--- src/sv/bll_pkg.sv ---
package bll_pkg;

    localparam int unsigned HDR_BYTES = 5;

    localparam logic [7:0]  TYPE_DATA      = 8'h00;
    localparam logic [7:0]  TYPE_END       = 8'hFF;
    localparam logic [15:0] MAX_EXEC_RESET = 16'h7FFF;

    typedef enum logic [1:0] {
        KIND_WRITE = 2'd0,
        KIND_XFER  = 2'd1,
        KIND_ERROR = 2'd2
    } t_kind;

    typedef struct packed {
        t_kind       kind;
        logic [15:0] address;
        logic [7:0]  data;
    } t_result;

endpackage

--- src/sv/bll_parser.sv ---
module bll_parser (
    input  logic            i_clk,
    input  logic            i_rst_n,
    input  logic            i_step,
    input  logic [7:0]      i_byte,
    input  logic            i_restart,
    input  logic [15:0]     i_max_exec,
    output logic            o_res_vld,
    output bll_pkg::t_result o_res
);

    typedef enum logic [1:0] {
        PH_HEADER = 2'd0,
        PH_DATA   = 2'd1,
        PH_DONE   = 2'd2
    } t_phase;

    localparam logic [2:0] LAST_HDR = 3'(bll_pkg::HDR_BYTES - 1);

    t_phase      r_phase, n_phase;
    logic [2:0]  r_hdr_cnt, n_hdr_cnt;
    logic [7:0]  r_type, n_type;
    logic [15:0] r_len, n_len;
    logic [15:0] r_addr, n_addr;

    t_phase      cur_phase;
    logic [2:0]  cur_cnt;
    logic [15:0] len_dec;
    logic        emit;
    bll_pkg::t_result res;

    always_comb begin
        cur_phase = i_restart ? PH_HEADER : r_phase;
        cur_cnt   = i_restart ? 3'd0 : r_hdr_cnt;
        len_dec   = r_len - 16'd1;
        n_phase   = cur_phase;
        n_hdr_cnt = cur_cnt;
        n_type    = r_type;
        n_len     = r_len;
        n_addr    = r_addr;
        emit      = 1'b0;
        res       = '{kind: bll_pkg::KIND_WRITE, address: 16'd0, data: 8'd0};
        unique case (cur_phase)
            PH_DATA: begin
                emit    = 1'b1;
                res     = '{kind: bll_pkg::KIND_WRITE, address: r_addr, data: i_byte};
                n_addr  = r_addr + 16'd1;
                n_len   = len_dec;
                if (len_dec == 16'd0) begin
                    n_phase = PH_HEADER;
                end
            end
            PH_HEADER: begin
                case (cur_cnt)
                    3'd0:    n_type = i_byte;
                    3'd1:    n_len  = {i_byte, r_len[7:0]};
                    3'd2:    n_len  = {r_len[15:8], i_byte};
                    3'd3:    n_addr = {i_byte, r_addr[7:0]};
                    default: n_addr = {r_addr[15:8], i_byte};
                endcase
                if (cur_cnt < LAST_HDR) begin
                    n_hdr_cnt = cur_cnt + 3'd1;
                end else begin
                    n_hdr_cnt = 3'd0;
                    if (n_type == bll_pkg::TYPE_DATA) begin
                        n_phase = (n_len != 16'd0) ? PH_DATA : PH_HEADER;
                    end else begin
                        n_phase = PH_DONE;
                        emit    = 1'b1;
                        if (n_type == bll_pkg::TYPE_END && n_addr != 16'd0 &&
                            n_addr <= i_max_exec && n_len == 16'd0) begin
                            res = '{kind: bll_pkg::KIND_XFER, address: n_addr, data: 8'd0};
                        end else begin
                            res = '{kind: bll_pkg::KIND_ERROR, address: 16'd0, data: 8'd0};
                        end
                    end
                end
            end
            default: begin
                emit = 1'b0;
            end
        endcase
    end

    always_ff @(posedge i_clk) begin
        if (!i_rst_n) begin
            r_phase   <= PH_HEADER;
            r_hdr_cnt <= 3'd0;
            r_type    <= 8'd0;
            r_len     <= 16'd0;
            r_addr    <= 16'd0;
        end else if (i_step) begin
            r_phase   <= n_phase;
            r_hdr_cnt <= n_hdr_cnt;
            r_type    <= n_type;
            r_len     <= n_len;
            r_addr    <= n_addr;
        end
    end

    assign o_res_vld = i_step && emit;
    assign o_res     = res;

endmodule

--- src/sv/bll_out_reg.sv ---
module bll_out_reg (
    input  logic             i_clk,
    input  logic             i_rst_n,
    input  logic             i_load,
    input  bll_pkg::t_result i_res,
    input  logic             i_ready,
    output logic             o_free,
    output logic             o_vld,
    output bll_pkg::t_result o_res
);

    logic             r_vld;
    bll_pkg::t_result r_res;

    assign o_free = !r_vld || i_ready;

    always_ff @(posedge i_clk) begin
        if (!i_rst_n) begin
            r_vld <= 1'b0;
        end else if (o_free) begin
            r_vld <= i_load;
        end
    end

    always_ff @(posedge i_clk) begin
        if (o_free && i_load) begin
            r_res <= i_res;
        end
    end

    assign o_vld = r_vld;
    assign o_res = r_res;

endmodule

--- src/sv/binary_load_record_parser.sv ---
// path: each input byte passes the input register, then its result the result register,
// before the result can be taken; a stalled output side holds it in the result register
// throughput: one byte per cycle while the output side takes results
// reset (synchronous, active low): clears both valid flags and the parser state,
// sets max_exec_address to 32767
module binary_load_record_parser (
    input  logic        i_clk,
    input  logic        i_rst_n,
    input  logic        s_axis_tvalid,
    output logic        s_axis_tready,
    input  logic [7:0]  s_axis_tdata,   // stream_byte
    input  logic [0:0]  s_axis_tuser,   // restart
    output logic        m_axis_tvalid,
    input  logic        m_axis_tready,
    output logic [23:0] m_axis_tdata,   // address[15:0], data[23:16]
    output logic [1:0]  m_axis_tuser,   // kind
    input  logic        i_cfg_wr_en,
    input  logic [15:0] i_cfg_wr_data
);

    logic [15:0] r_max_exec;
    logic        r_in_vld;
    logic [7:0]  r_in_byte;
    logic        r_in_restart;

    logic             step;
    logic             out_free;
    logic             res_vld;
    bll_pkg::t_result res;
    bll_pkg::t_result out_res;

    always_ff @(posedge i_clk) begin
        if (!i_rst_n) begin
            r_max_exec <= bll_pkg::MAX_EXEC_RESET;
        end else if (i_cfg_wr_en) begin
            r_max_exec <= i_cfg_wr_data;
        end
    end

    assign step          = r_in_vld && out_free;
    assign s_axis_tready = !r_in_vld || out_free;

    always_ff @(posedge i_clk) begin
        if (!i_rst_n) begin
            r_in_vld <= 1'b0;
        end else if (s_axis_tready) begin
            r_in_vld <= s_axis_tvalid;
        end
    end

    always_ff @(posedge i_clk) begin
        if (s_axis_tready && s_axis_tvalid) begin
            r_in_byte    <= s_axis_tdata;
            r_in_restart <= s_axis_tuser[0];
        end
    end

    bll_parser u_parser (
        .i_clk      (i_clk),
        .i_rst_n    (i_rst_n),
        .i_step     (step),
        .i_byte     (r_in_byte),
        .i_restart  (r_in_restart),
        .i_max_exec (r_max_exec),
        .o_res_vld  (res_vld),
        .o_res      (res)
    );

    bll_out_reg u_out_reg (
        .i_clk   (i_clk),
        .i_rst_n (i_rst_n),
        .i_load  (res_vld),
        .i_res   (res),
        .i_ready (m_axis_tready),
        .o_free  (out_free),
        .o_vld   (m_axis_tvalid),
        .o_res   (out_res)
    );

    assign m_axis_tdata = {out_res.data, out_res.address};
    assign m_axis_tuser = out_res.kind;

    a_stall_blocks_input: assert property (@(posedge i_clk) disable iff (!i_rst_n)
        (r_in_vld && m_axis_tvalid && !m_axis_tready) |-> !s_axis_tready)
        else $error("input taken while stage and output are both stalled");

    a_xfer_in_range: assert property (@(posedge i_clk) disable iff (!i_rst_n)
        (m_axis_tvalid && m_axis_tuser == bll_pkg::KIND_XFER) |->
        (m_axis_tdata[15:0] != 16'd0 && m_axis_tdata[15:0] <= r_max_exec &&
         m_axis_tdata[23:16] == 8'd0))
        else $error("transfer result outside accepted address range");

    a_error_zero: assert property (@(posedge i_clk) disable iff (!i_rst_n)
        (m_axis_tvalid && m_axis_tuser == bll_pkg::KIND_ERROR) |-> m_axis_tdata == 24'd0)
        else $error("error result carries nonzero payload");

endmodule
--- config.mk ---
export PLATFORM = sky130hd
export DESIGN_NAME = binary_load_record_parser
export DESIGN_NICKNAME = d
export VERILOG_FILES = /design/src/sv/bll_pkg.sv /design/src/sv/bll_parser.sv /design/src/sv/bll_out_reg.sv /design/src/sv/binary_load_record_parser.sv
export SDC_FILE = /design/constraint.sdc
export NUM_CORES = 1
export LEC_CHECK = 0
export BUFFER_PORTS_ARGS = -buffer_cell sky130_fd_sc_hd__buf_4
export CAP_MARGIN = 0
export CORE_ASPECT_RATIO = 1.5
export CORE_MARGIN = 2
export CORE_UTILIZATION = 60
export DETAILED_ROUTE_END_ITERATION = 10
export GPL_TIMING_DRIVEN = 1
export PLACE_DENSITY_LB_ADDON = 0.25
export REMOVE_ABC_BUFFERS = 1
export SYNTH_ARGS = -nofsm -noshare
export SYNTH_HDL_FRONTEND = slang
export SYNTH_SLANG_ARGS = --single-unit
export TNS_END_PERCENT = 1
--- constraint.sdc ---
create_clock -name i_clk -period 8.2 [get_ports i_clk]
set_input_delay 1.64 -clock i_clk [delete_from_list [all_inputs] [get_ports i_clk]]
set_output_delay 1.64 -clock i_clk [all_outputs]
set_load 0.01 [all_outputs]
==> results of run 1 <==
cells in the mapped netlist, types with 4 or more instances:
library cell	count	area, um^2
o31ai_1	11	82.6
a21oi_1	31	155
o22ai_1	7	43.8
o221ai_1	7	61.3
o21ai_0	37	185
nor2b_1	18	113
a211oi_1	7	52.6
xnor2_1	5	43.8
nor4_1	9	56.3
edfxtp_1	35	1050
nand2_1	98	368
nand3_1	29	145
clkbuf_1	40	150
nand2b_1	5	31.3
o31ai_2	8	100
and2_1	7	43.8
a31oi_1	6	37.5
inv_1	27	101
a221oi_1	4	35.0
nor3_1	6	30.0
a21boi_0	9	67.6
buf_2	9	45.0
o211ai_1	18	135
nand4_1	19	119
or3_1	6	37.5
nor2_1	27	101
ha_1	22	275
buf_6	4	45.0
mux2i_1	13	130
and3_1	12	75.1
dfxtp_1	63	1260
a22o_1	9	78.8
worst max-delay path by stage:
stage                           startpoint                          endpoint  cells past startpoint
floorplan                    m_axis_tready  u_parser.r_addr[14]$_SDFFE_PN0P_                      6
global placement    r_in_restart$_DFFE_PP_     u_out_reg.o_res[21]$_DFFE_PP_                     14
detailed placement  r_in_restart$_DFFE_PP_     u_out_reg.o_res[18]$_DFFE_PP_                     14
CTS                 r_in_restart$_DFFE_PP_     u_out_reg.o_res[19]$_DFFE_PP_                     14
global route        r_in_restart$_DFFE_PP_     u_out_reg.o_res[19]$_DFFE_PP_                     14
finish              r_in_restart$_DFFE_PP_     u_out_reg.o_res[19]$_DFFE_PP_                     14
per-layer routing:
layer  track usage [%]  share of wire, %
met3              5.83               7.5
met5                 0                 0
met1              32.9                36
met2              56.5                52
met4              19.3               4.5
area by class of cell:
type	count	area (um^2)	share of cell area [%]
clock buffer	10	239	3.62
clock inverter	6	65.1	0.986
inverter	27	101	1.54
multi-input combinational	495	3270	49.6
sequential	98	2310	35.1
tap	115	144	2.18
timing repair buffer	62	465	7.06
worst register-to-register path, cell delays in order (launching register included):
cell and delay [ps]:
edfxtp_1 530, inv_1 190, nand2_1 170, inv_1 80, ha_1 310, or2_1 280
or3_1 470, a22o_1 280, ha_1 350, nand3_1 130, nor2_1 180, nand3_1 130
a311o_1 320, a21oi_4 570, o31ai_1 220
registers in the layout, summed over array words and instances (netlist names):
name and flops:
r_in_byte 8, r_in_restart 1, r_in_vld 1, r_max_exec 16, u_out_reg.o_res 26, u_out_reg.o_vld 1, u_parser.r_addr 16, u_parser.r_hdr_cnt 3
u_parser.r_len 16, u_parser.r_phase 2, u_parser.r_type 8
cell families (layout without fill, tap and decap cells):
kind of cell    after synthesis  after routing
buf+inv                      83            105
flops                        98             98
simple gates                259            259
xor+xnor                      8              8
mux                          14             14
compound gates              192            192
fa+ha+maj                    22             22
power by group:
part	switching (mW)	internal (mW)	leakage, nW	total (mW)
clock network	0.188	0.245	0.149	0.433
registers	0.0295	0.519	0.789	0.549
logic	0.0770	0.0561	1.54	0.133
stage by stage:
stage / worst slack, ps / total power [mW] / instance area [um^2] / hold WS (ps) / util [%]
after floorplan: 3420 / 0.636 / 5660 / 441 / -
after global placement: 4010 / 0.684 / 6290 / 478 / 65.3
after detailed placement: 3800 / 0.689 / 6290 / 474 / 65.3
after CTS: 3780 / 1.11 / 6600 / 483 / 68.5
after global routing: 3480 / 1.15 / 6600 / 497 / 68.5
final: 3710 / 1.12 / 6600 / 482 / 68.5
==> flow_summary.json, run 1 <==
{
  "fmax_mhz": 223,
  "cp_max_fo": 18,
  "synth.avg_cell_area_um2": 8.78,
  "initial_core_util_pct": 61.6,
  "stdcell_count": 813,
  "worstPathRequired_ps": 8270,
  "setup.worst_path.end_class": "flop",
  "via_per_inst": 6.72,
  "dieArea_um2": 10700,
  "drv_slew": 0,
  "grt_pass1_wl_um": 26700,
  "critical_path_class": "flop to flop",
  "fill_cells": 778,
  "rows": 44,
  "crit_buf_inv": 2,
  "avgRoutedWirePerCell_um": 20.6,
  "cpMaxStageDelayCell": "a21oi_4",
  "finalSetupTns_ps": 0,
  "num_antenna_cells": 0,
  "clock_sinks": 98,
  "worst_hold_path.num_cells": 2,
  "hold_path.class": "flop to flop",
  "synth_edf_count": 35,
  "clock_path_buffers": 2,
  "num_io_pins": 58,
  "synth_fa_ha_area_share_pct": 4.64,
  "ys_ff_latch": 98,
  "grtUsageTotal_pct": 31.3,
  "async_flop_share_pct": 0,
  "worstHoldEndpoint": "u_parser.r_hdr_cnt[1]$_SDFFE_PN0P_",
  "synth_top_family_by_area": "compound AO/OA/AOI/OAI gates",
  "reg2reg_from": "r_in_restart$_DFFE_PP_",
  "clock-root-buffer": "clkbuf_16",
  "htreeDepth": 3,
  "status": "finished clean",
  "worstHoldStart": "u_parser.r_hdr_cnt[1]$_SDFFE_PN0P_",
  "ys_seq_area_share_pct": 39.0,
  "setup_viol": 0,
  "timing.rr.end": "u_out_reg.o_res[19]$_DFFE_PP_",
  "clock_latency_ps": 350,
  "synth_mux_area_share_pct": 2.38,
  "dr.pass1.iters": 5,
  "grt_antenna_before_repair": 0,
  "rsz0062_at_grt": "false",
  "num-nets-final": 745,
  "most-common-layout-cells": "nand2_1, dfxtp_1, buf_4",
  "syn_area_um2": 5930,
  "final_common_cell": "nand2_1",
  "path_cells": "inv_1 > nand2_1 > inv_1 > ha_1 > or2_1 > or3_1 > a22o_1 > ha_1 > nand3_1 > nor2_1 > nand3_1 > a311o_1 > a21oi_4 > o31ai_1",
  "synth-simple-area-share_pct": 22.9,
  "cts_resized": 0,
  "period_share_pct": 54.7,
  "finalHoldViolCount": 0,
  "cts_made_buffers": 9,
  "cp_top_family": "compound AO/OA/AOI/OAI gates",
  "relSlewSlack_pct": 14.1,
  "routed-via-count": 5464,
  "cp-start-kind": "flop",
  "gp_congestion": 0.906,
  "layout-drive-gt1-share_pct": 15.6,
  "r2r_setup_slack_ps": 3710,
  "reg2regPathDepth": 14,
  "fin_crit_ps": 4490,
  "drtAntennaViolNets": 0,
  "fin_worst_skew_ps": 7.35,
  "synthCells": 676,
  "dieHeight_um": 126,
  "clk_pin_slew_ps": 70,
  "synthXorXnorAreaFrac_pct": 1.18,
  "cts_tree": "built",
  "grt_overflow": 0,
  "hpwlAfterDp_um": 11500,
  "dp_cells": 797,
  "ys_warn_count": 0,
  "port_buffers": 57,
  "irDropWorstVdd_mv": 0.187,
  "coreArea_um2": 9630,
  "drv_cap": 0,
  "worstMarginPinSlew_ps": 1280,
  "drt_iter0_drc": 509,
  "die_w_um": 85.2,
  "grt_max_degree": 59,
  "drc": 0,
  "p_per_area_nw_per_um2": 169,
  "routed_wl_um": 16700,
  "max_stage_delay_ps": 570,
  "arrival_ps": 4560,
  "post_cts_buffers": 0,
  "leakage_nw": 2.48,
  "area_growth_pct": 11.2,
  "synthFlopType": "dfxtp_1",
  "ys_types": 80,
  "synth-compound-area-share_pct": 23.6,
  "first_global_vias": 5492,
  "cts_hold_buf": 0
}
Note: power is estimated with default switching activity, not from simulation.
==> run 2: changes to the inputs <==
--- a/config.mk
+++ b/config.mk
@@ -9,7 +9,7 @@
 export CAP_MARGIN = 0
 export CORE_ASPECT_RATIO = 1.5
 export CORE_MARGIN = 2
-export CORE_UTILIZATION = 60
+export CORE_UTILIZATION = 54
 export DETAILED_ROUTE_END_ITERATION = 10
 export GPL_TIMING_DRIVEN = 1
 export PLACE_DENSITY_LB_ADDON = 0.25
==> constraint.sdc (replaced) <==
create_clock -name i_clk -period 4.1 [get_ports i_clk]
set_input_delay 0.82 -clock i_clk [delete_from_list [all_inputs] [get_ports i_clk]]
set_output_delay 0.82 -clock i_clk [all_outputs]
set_load 0.01 [all_outputs]
==> run 2 against run 1 <==
First-iteration DRC count decreased by 3.7%. Cell area is 1.3% higher. Power increased by 100%. Worst hold slack improved by 12 ps. Critical path depth stayed put. Routed wire length up 0.17%. Worst setup slack worse by 3500 ps. Sequential share of layout area decreased by 0.46 points. Flip-flop and latch count stayed put. Via count up 0.29%.
==> flow_summary.json, run 2 (synthesis gave the netlist of run 1 again) <==
{
  "cts_made_buffers": 9,
  "port_buffers": 57,
  "cts_hold_buf": 0,
  "drt_iter0_drc": 490,
  "dieArea_um2": 11900,
  "worstMarginPinSlew_ps": 1130,
  "final_common_cell": "nand2_1",
  "via_per_inst": 6.45,
  "worstPathRequired_ps": 4200,
  "drv_cap": 0,
  "rsz0062_at_grt": "false",
  "rows": 46,
  "finalSetupTns_ps": 0,
  "coreArea_um2": 10600,
  "die_w_um": 89.6,
  "clock_latency_ps": 360,
  "reg2reg_from": "r_in_restart$_DFFE_PP_",
  "cp-endpoint": "u_out_reg.o_res[16]$_DFFE_PP_",
  "setup_viol": 0,
  "num_antenna_cells": 0,
  "grt_max_degree": 59,
  "relSlewSlack_pct": 24.3,
  "hold_ws_ps": 494,
  "initial_core_util_pct": 55.7,
  "cts_tree": "built",
  "r2r_setup_slack_ps": 210,
  "most-common-layout-cells": "nand2_1, buf_4, dfxtp_1",
  "gp_congestion": 1.00,
  "fin_worst_skew_ps": 8.09,
  "period_share_pct": 94.9,
  "cp_max_fo": 11,
  "drtAntennaViolNets": 0,
  "layout-drive-gt1-share_pct": 16.2,
  "finalPower_mw": 2.23,
  "path_cells": "inv_1 > nand2_1 > ha_1 > or2_1 > or3_1 > a22o_1 > ha_1 > nand3_1 > nor2_1 > nand3_1 > a311o_1 > a21oi_4 > buf_12 > o31ai_1",
  "max_stage_delay_ps": 460,
  "reg2regPathDepth": 14,
  "avgRoutedWirePerCell_um": 19.7,
  "num_io_pins": 58,
  "p_per_area_nw_per_um2": 333,
  "grt_pass1_wl_um": 26100,
  "setup.worst_path.start": "r_in_restart$_DFFE_PP_",
  "status": "finished clean",
  "finalHoldViolCount": 0,
  "setup.worst_path.end_class": "flop",
  "clock_path_buffers": 2,
  "dieHeight_um": 132,
  "critical_path_class": "flop to flop",
  "irDropWorstVdd_mv": 0.200,
  "timing.rr.end": "u_out_reg.o_res[16]$_DFFE_PP_",
  "hold_path.class": "flop to flop",
  "leakage_nw": 2.51,
  "dr.pass1.iters": 6,
  "largest_reg_flops": 26,
  "num-nets-final": 752,
  "area_growth_pct": 12.7,
  "arrival_ps": 3990,
  "routed_wl_um": 16800,
  "grt_overflow": 0,
  "clk_pin_slew_ps": 70,
  "grt_antenna_before_repair": 0,
  "clock-root-buffer": "clkbuf_16",
  "cts_resized": 0,
  "post_cts_buffers": 0,
  "layout_setup_ws_ps": 211,
  "drc": 0,
  "first_global_vias": 5137,
  "cp-start-kind": "flop",
  "hpwlAfterDp_um": 12000,
  "routed-via-count": 5480,
  "clock_sinks": 98,
  "fmax_mhz": 257,
  "fill_cells": 906,
  "drv_slew": 0,
  "cpMaxStageDelayCell": "or3_1",
  "htreeDepth": 3,
  "grtUsageTotal_pct": 28.7,
  "fin_crit_ps": 3890,
  "pre_cts_slack_ps": 249
}
[run 2: worst min-delay path by stage]
| stage | depth (start not counted) | startpoint | end | slack, ps |
|---|---|---|---|---|
| after CTS | 2 | u_parser.r_hdr_cnt[1]$_SDFFE_PN0P_ | u_parser.r_hdr_cnt[1]$_SDFFE_PN0P_ | 490 |
| after global routing | 2 | r_max_exec[2]$_SDFFE_PN1P_ | r_max_exec[2]$_SDFFE_PN1P_ | 520 |
| final | 2 | r_max_exec[12]$_SDFFE_PN1P_ | r_max_exec[12]$_SDFFE_PN1P_ | 490 |
| after detailed placement | 2 | u_parser.r_hdr_cnt[1]$_SDFFE_PN0P_ | u_parser.r_hdr_cnt[1]$_SDFFE_PN0P_ | 480 |
| after global placement | 2 | u_parser.r_hdr_cnt[1]$_SDFFE_PN0P_ | u_parser.r_hdr_cnt[1]$_SDFFE_PN0P_ | 460 |
| after floorplan | 2 | u_parser.r_hdr_cnt[1]$_SDFFE_PN0P_ | u_parser.r_hdr_cnt[1]$_SDFFE_PN0P_ | 440 |
[run 2: metrics by stage]
| step | area [um^2] | instances | utilization, % |
|---|---|---|---|
| 2_1_floorplan | 5660 | 620 | - |
| 3_5_place_dp | 6390 | 833 | 60.0 |
| 4_1_cts | 6680 | 849 | 62.8 |
| 5_1_grt | 6680 | 849 | 62.8 |
| 6_report | 6680 | 849 | 62.8 |
| 3_3_place_gp | 6390 | 833 | 60.0 |
[run 2: layout make-up]
class / instances / area, um^2 / area share, %
multi-input cells: 495 / 3260 / 48.8
well taps: 144 / 180 / 2.70
inverters: 27 / 101 / 1.52
clock buffers: 12 / 246 / 3.69
clock inverters: 4 / 51.3 / 0.768
repair buffers: 69 / 531 / 7.94
flip-flops and latches: 98 / 2310 / 34.6
[run 2: power by group]
| part | switching, mW | internal (mW) | leakage, nW |
|---|---|---|---|
| registers | 0.0589 | 1.04 | 0.789 |
| clock network | 0.366 | 0.490 | 0.143 |
| logic | 0.156 | 0.116 | 1.58 |
| total | 0.581 | 1.65 | 2.51 |
[run 2: metal layers]
layer | wire, um | vias to the layer above | GRT usage, %
li1 | - | 2550 | -
met1 | 6040 | 2576 | 31.7
met2 | 8750 | 277 | 50.1
met3 | 1040 | 77 | 4.76
met4 | 924 | 0 | 15.9
met5 | 0 | - | 0
[run 2: critical path, delay by kind of cell, from the launching register on]
kind	cells	cell delay, ps
AND/OR/NAND/NOR	6	1280
AO/OA/AOI/OAI	4	1030
adder cells (fa/ha/maj)	2	560
flip-flops	1	390
buffers and inverters	2	360
==> run 3: changes to the inputs <==
--- a/config.mk
+++ b/config.mk
@@ -5,11 +5,12 @@
 export SDC_FILE = /design/constraint.sdc
 export NUM_CORES = 1
 export LEC_CHECK = 0
+export ABC_AREA = 1
 export BUFFER_PORTS_ARGS = -buffer_cell sky130_fd_sc_hd__buf_4
 export CAP_MARGIN = 0
 export CORE_ASPECT_RATIO = 1.5
 export CORE_MARGIN = 2
-export CORE_UTILIZATION = 54
+export CORE_UTILIZATION = 60
 export DETAILED_ROUTE_END_ITERATION = 10
 export GPL_TIMING_DRIVEN = 1
 export PLACE_DENSITY_LB_ADDON = 0.25
==> constraint.sdc (replaced) <==
create_clock -name i_clk -period 5 [get_ports i_clk]
set_input_delay 1 -clock i_clk [delete_from_list [all_inputs] [get_ports i_clk]]
set_output_delay 1 -clock i_clk [all_outputs]
set_load 0.01 [all_outputs]
==> run 3 against run 2 <==
Area after synthesis decreased by 2.7%. Cell area decreased by 2.5%. Non-clock buffer count decreased by 7. Worst hold slack got worse by 22 ps. Combinational power increased by 10%. Fmax increased by 18%. Via count increased by 3.5%. Critical path type unchanged. Highest routed layer unchanged.
==> flow_summary.json, run 3 <==
{
  "num_io_pins": 58,
  "reg2reg_from": "r_in_restart$_DFFE_PP_",
  "reg2regPathDepth": 20,
  "yosysTopAreaCell": "dfxtp_1",
  "fmax_mhz": 304,
  "num-nets-final": 893,
  "dr.pass1.iters": 6,
  "relSlewSlack_pct": 34.1,
  "critical_path_class": "flop to flop",
  "status": "finished clean",
  "r2r_setup_slack_ps": 1710,
  "synth.avg_cell_area_um2": 7.24,
  "syn_area_um2": 5770,
  "ys_seq_area_share_pct": 40.0,
  "synth_edf_count": 35,
  "num_antenna_cells": 0,
  "finalPower_mw": 1.87,
  "most-common-layout-cells": "nand2_1, inv_1, nor2_1",
  "cp_max_fo": 18,
  "p_per_area_nw_per_um2": 287,
  "synthFlopType": "dfxtp_1",
  "dieHeight_um": 124,
  "synth_common_cells": "nand2_1, inv_1, nor2_1",
  "cts_resized": 0,
  "avgRoutedWirePerCell_um": 16.6,
  "grtUsageTotal_pct": 30.9,
  "worstPathRequired_ps": 5110,
  "die_w_um": 84.1,
  "layout-drive-gt1-share_pct": 12.6,
  "cp-start-kind": "flop",
  "grt_antenna_before_repair": 0,
  "arrival_ps": 3400,
  "ys_warn_count": 0,
  "htreeDepth": 3,
  "clock_sinks": 98,
  "async_flop_share_pct": 0,
  "finalSetupTns_ps": 0,
  "clock_path_buffers": 2,
  "drtAntennaViolNets": 0,
  "wl_met2_um": 8080,
  "coreArea_um2": 9310,
  "leakage_nw": 3.07,
  "clk_pin_slew_ps": 70,
  "finalHoldViolCount": 0,
  "clock_latency_ps": 360,
  "gp_congestion": 0.972,
  "synthCells": 798,
  "fin_crit_ps": 3290,
  "fin_worst_skew_ps": 8.29,
  "hold_path.class": "flop to flop",
  "routed_wl_um": 15900,
  "initial_core_util_pct": 62.0,
  "dieArea_um2": 10400,
  "setup.worst_path.start": "r_in_restart$_DFFE_PP_",
  "hpwlAfterDp_um": 11200,
  "grt_max_degree": 47,
  "largest_reg_flops": 26,
  "via_per_inst": 5.92,
  "first_global_vias": 5563,
  "drv_cap": 0,
  "post_cts_buffers": 0,
  "area_growth_pct": 12.9,
  "irDropWorstVdd_mv": 0.254,
  "ys_ff_latch": 98,
  "highest_layer": "met4",
  "rsz0062_at_grt": "false",
  "grt_overflow": 0,
  "period_share_pct": 65.7,
  "cts_made_buffers": 9,
  "setup_viol": 0,
  "timing.rr.end": "u_out_reg.o_res[20]$_DFFE_PP_",
  "clock-root-buffer": "clkbuf_16",
  "worst_hold_path.num_cells": 2,
  "drv_slew": 0,
  "cts_hold_buf": 0,
  "cp-endpoint": "u_out_reg.o_res[20]$_DFFE_PP_",
  "drt_iter0_drc": 482,
  "yosysMostFrequentCell": "nand2_1",
  "cts_tree": "built",
  "drc": 0,
  "synthTopCellsByArea": "dfxtp_1, edfxtp_1, nand2_1",
  "setup.worst_path.end_class": "flop",
  "routed-via-count": 5670,
  "grt_pass1_wl_um": 25600,
  "final_common_cell": "nand2_1",
  "port_buffers": 57,
  "ys_types": 42,
  "worstMarginPinSlew_ps": 987,
  "rows": 43,
  "route.met3.wl_um": 1140,
  "synth_top_area_share_pct": 21.8,
  "m1WireLength_um": 5830
}
run 3: worst min path at each step:
stage                                    start                         endpoint  slack, ps
2_1_floorplan       r_max_exec[0]$_SDFFE_PN1P_       r_max_exec[0]$_SDFFE_PN1P_        440
3_3_place_gp   u_parser.r_type[1]$_SDFFE_PN0P_  u_parser.r_type[1]$_SDFFE_PN0P_        460
3_5_place_dp        r_max_exec[0]$_SDFFE_PN1P_       r_max_exec[0]$_SDFFE_PN1P_        460
4_1_cts            r_max_exec[12]$_SDFFE_PN1P_      r_max_exec[12]$_SDFFE_PN1P_        480
5_1_grt            r_max_exec[12]$_SDFFE_PN1P_      r_max_exec[12]$_SDFFE_PN1P_        490
6_report           r_max_exec[12]$_SDFFE_PN1P_      r_max_exec[12]$_SDFFE_PN1P_        470
run 3: final cells by class:
cell class	count	area (um^2)
clock buffer	9	225
sequential	98	2310
multi-input combinational	569	2940
timing repair buffer	62	465
tap	112	140
fill	772	2790
clock inverter	7	60.1
inverter	101	379
run 3: kinds of logic (layout without fill, tap and decap cells):
logic type | after synthesis | count (layout) | share of synthesized area (%)
and+or+nand+nor | 345 | 345 | 26.1
DFF | 98 | 98 | 40.0
xor gates and xnor gates | 7 | 7 | 1.06
adders and majority gates | 22 | 22 | 4.77
buffers and inverters | 131 | 179 | 9.17
AOI/OAI and AO/OA | 195 | 195 | 18.9
run 3: routing by layer:
metal / vias up / global-route usage (%)
met4: 0 / 21.6
met3: 74 / 5.30
met5: - / 0
met1: 2546 / 33.2
li1: 2760 / -
met2: 290 / 55.0
run 3: metrics by stage:
stage,cells,worst slack (ps),hold slack [ps],instance area (um^2),utilization [%]
CTS,958,1700,476,6520,70.0
global route,958,1370,490,6520,70.0
global placement,942,1940,458,6230,67.0
finish,958,1710,472,6520,70.0
floorplan,768,1280,435,5620,-
detailed placement,942,1760,465,6230,67.0
run 3: report_power, final:
part / total [mW] / switching, mW / internal [mW]
combinational: 0.300 / 0.198 / 0.102
clock: 0.680 / 0.332 / 0.347
sequential: 0.889 / 0.0342 / 0.855
total: 1.87 / 0.564 / 1.30
run 3: worst max-delay path, stage by stage (launching register included):
cell      delay (ps)
edfxtp_1         390
inv_2             90
nand2_1          130
inv_1            100
ha_1             290
nor2_1           160
nand3_2          210
nand2_1          130
nand2_1          110
ha_1             330
nand2_1           70
inv_1             50
nand3_1           90
nor2_1           100
nand4_1          120
nor2_1           120
nor2_1            50
nand2_1           70
nand2_2          210
nand4_1          160
nand2_1           70
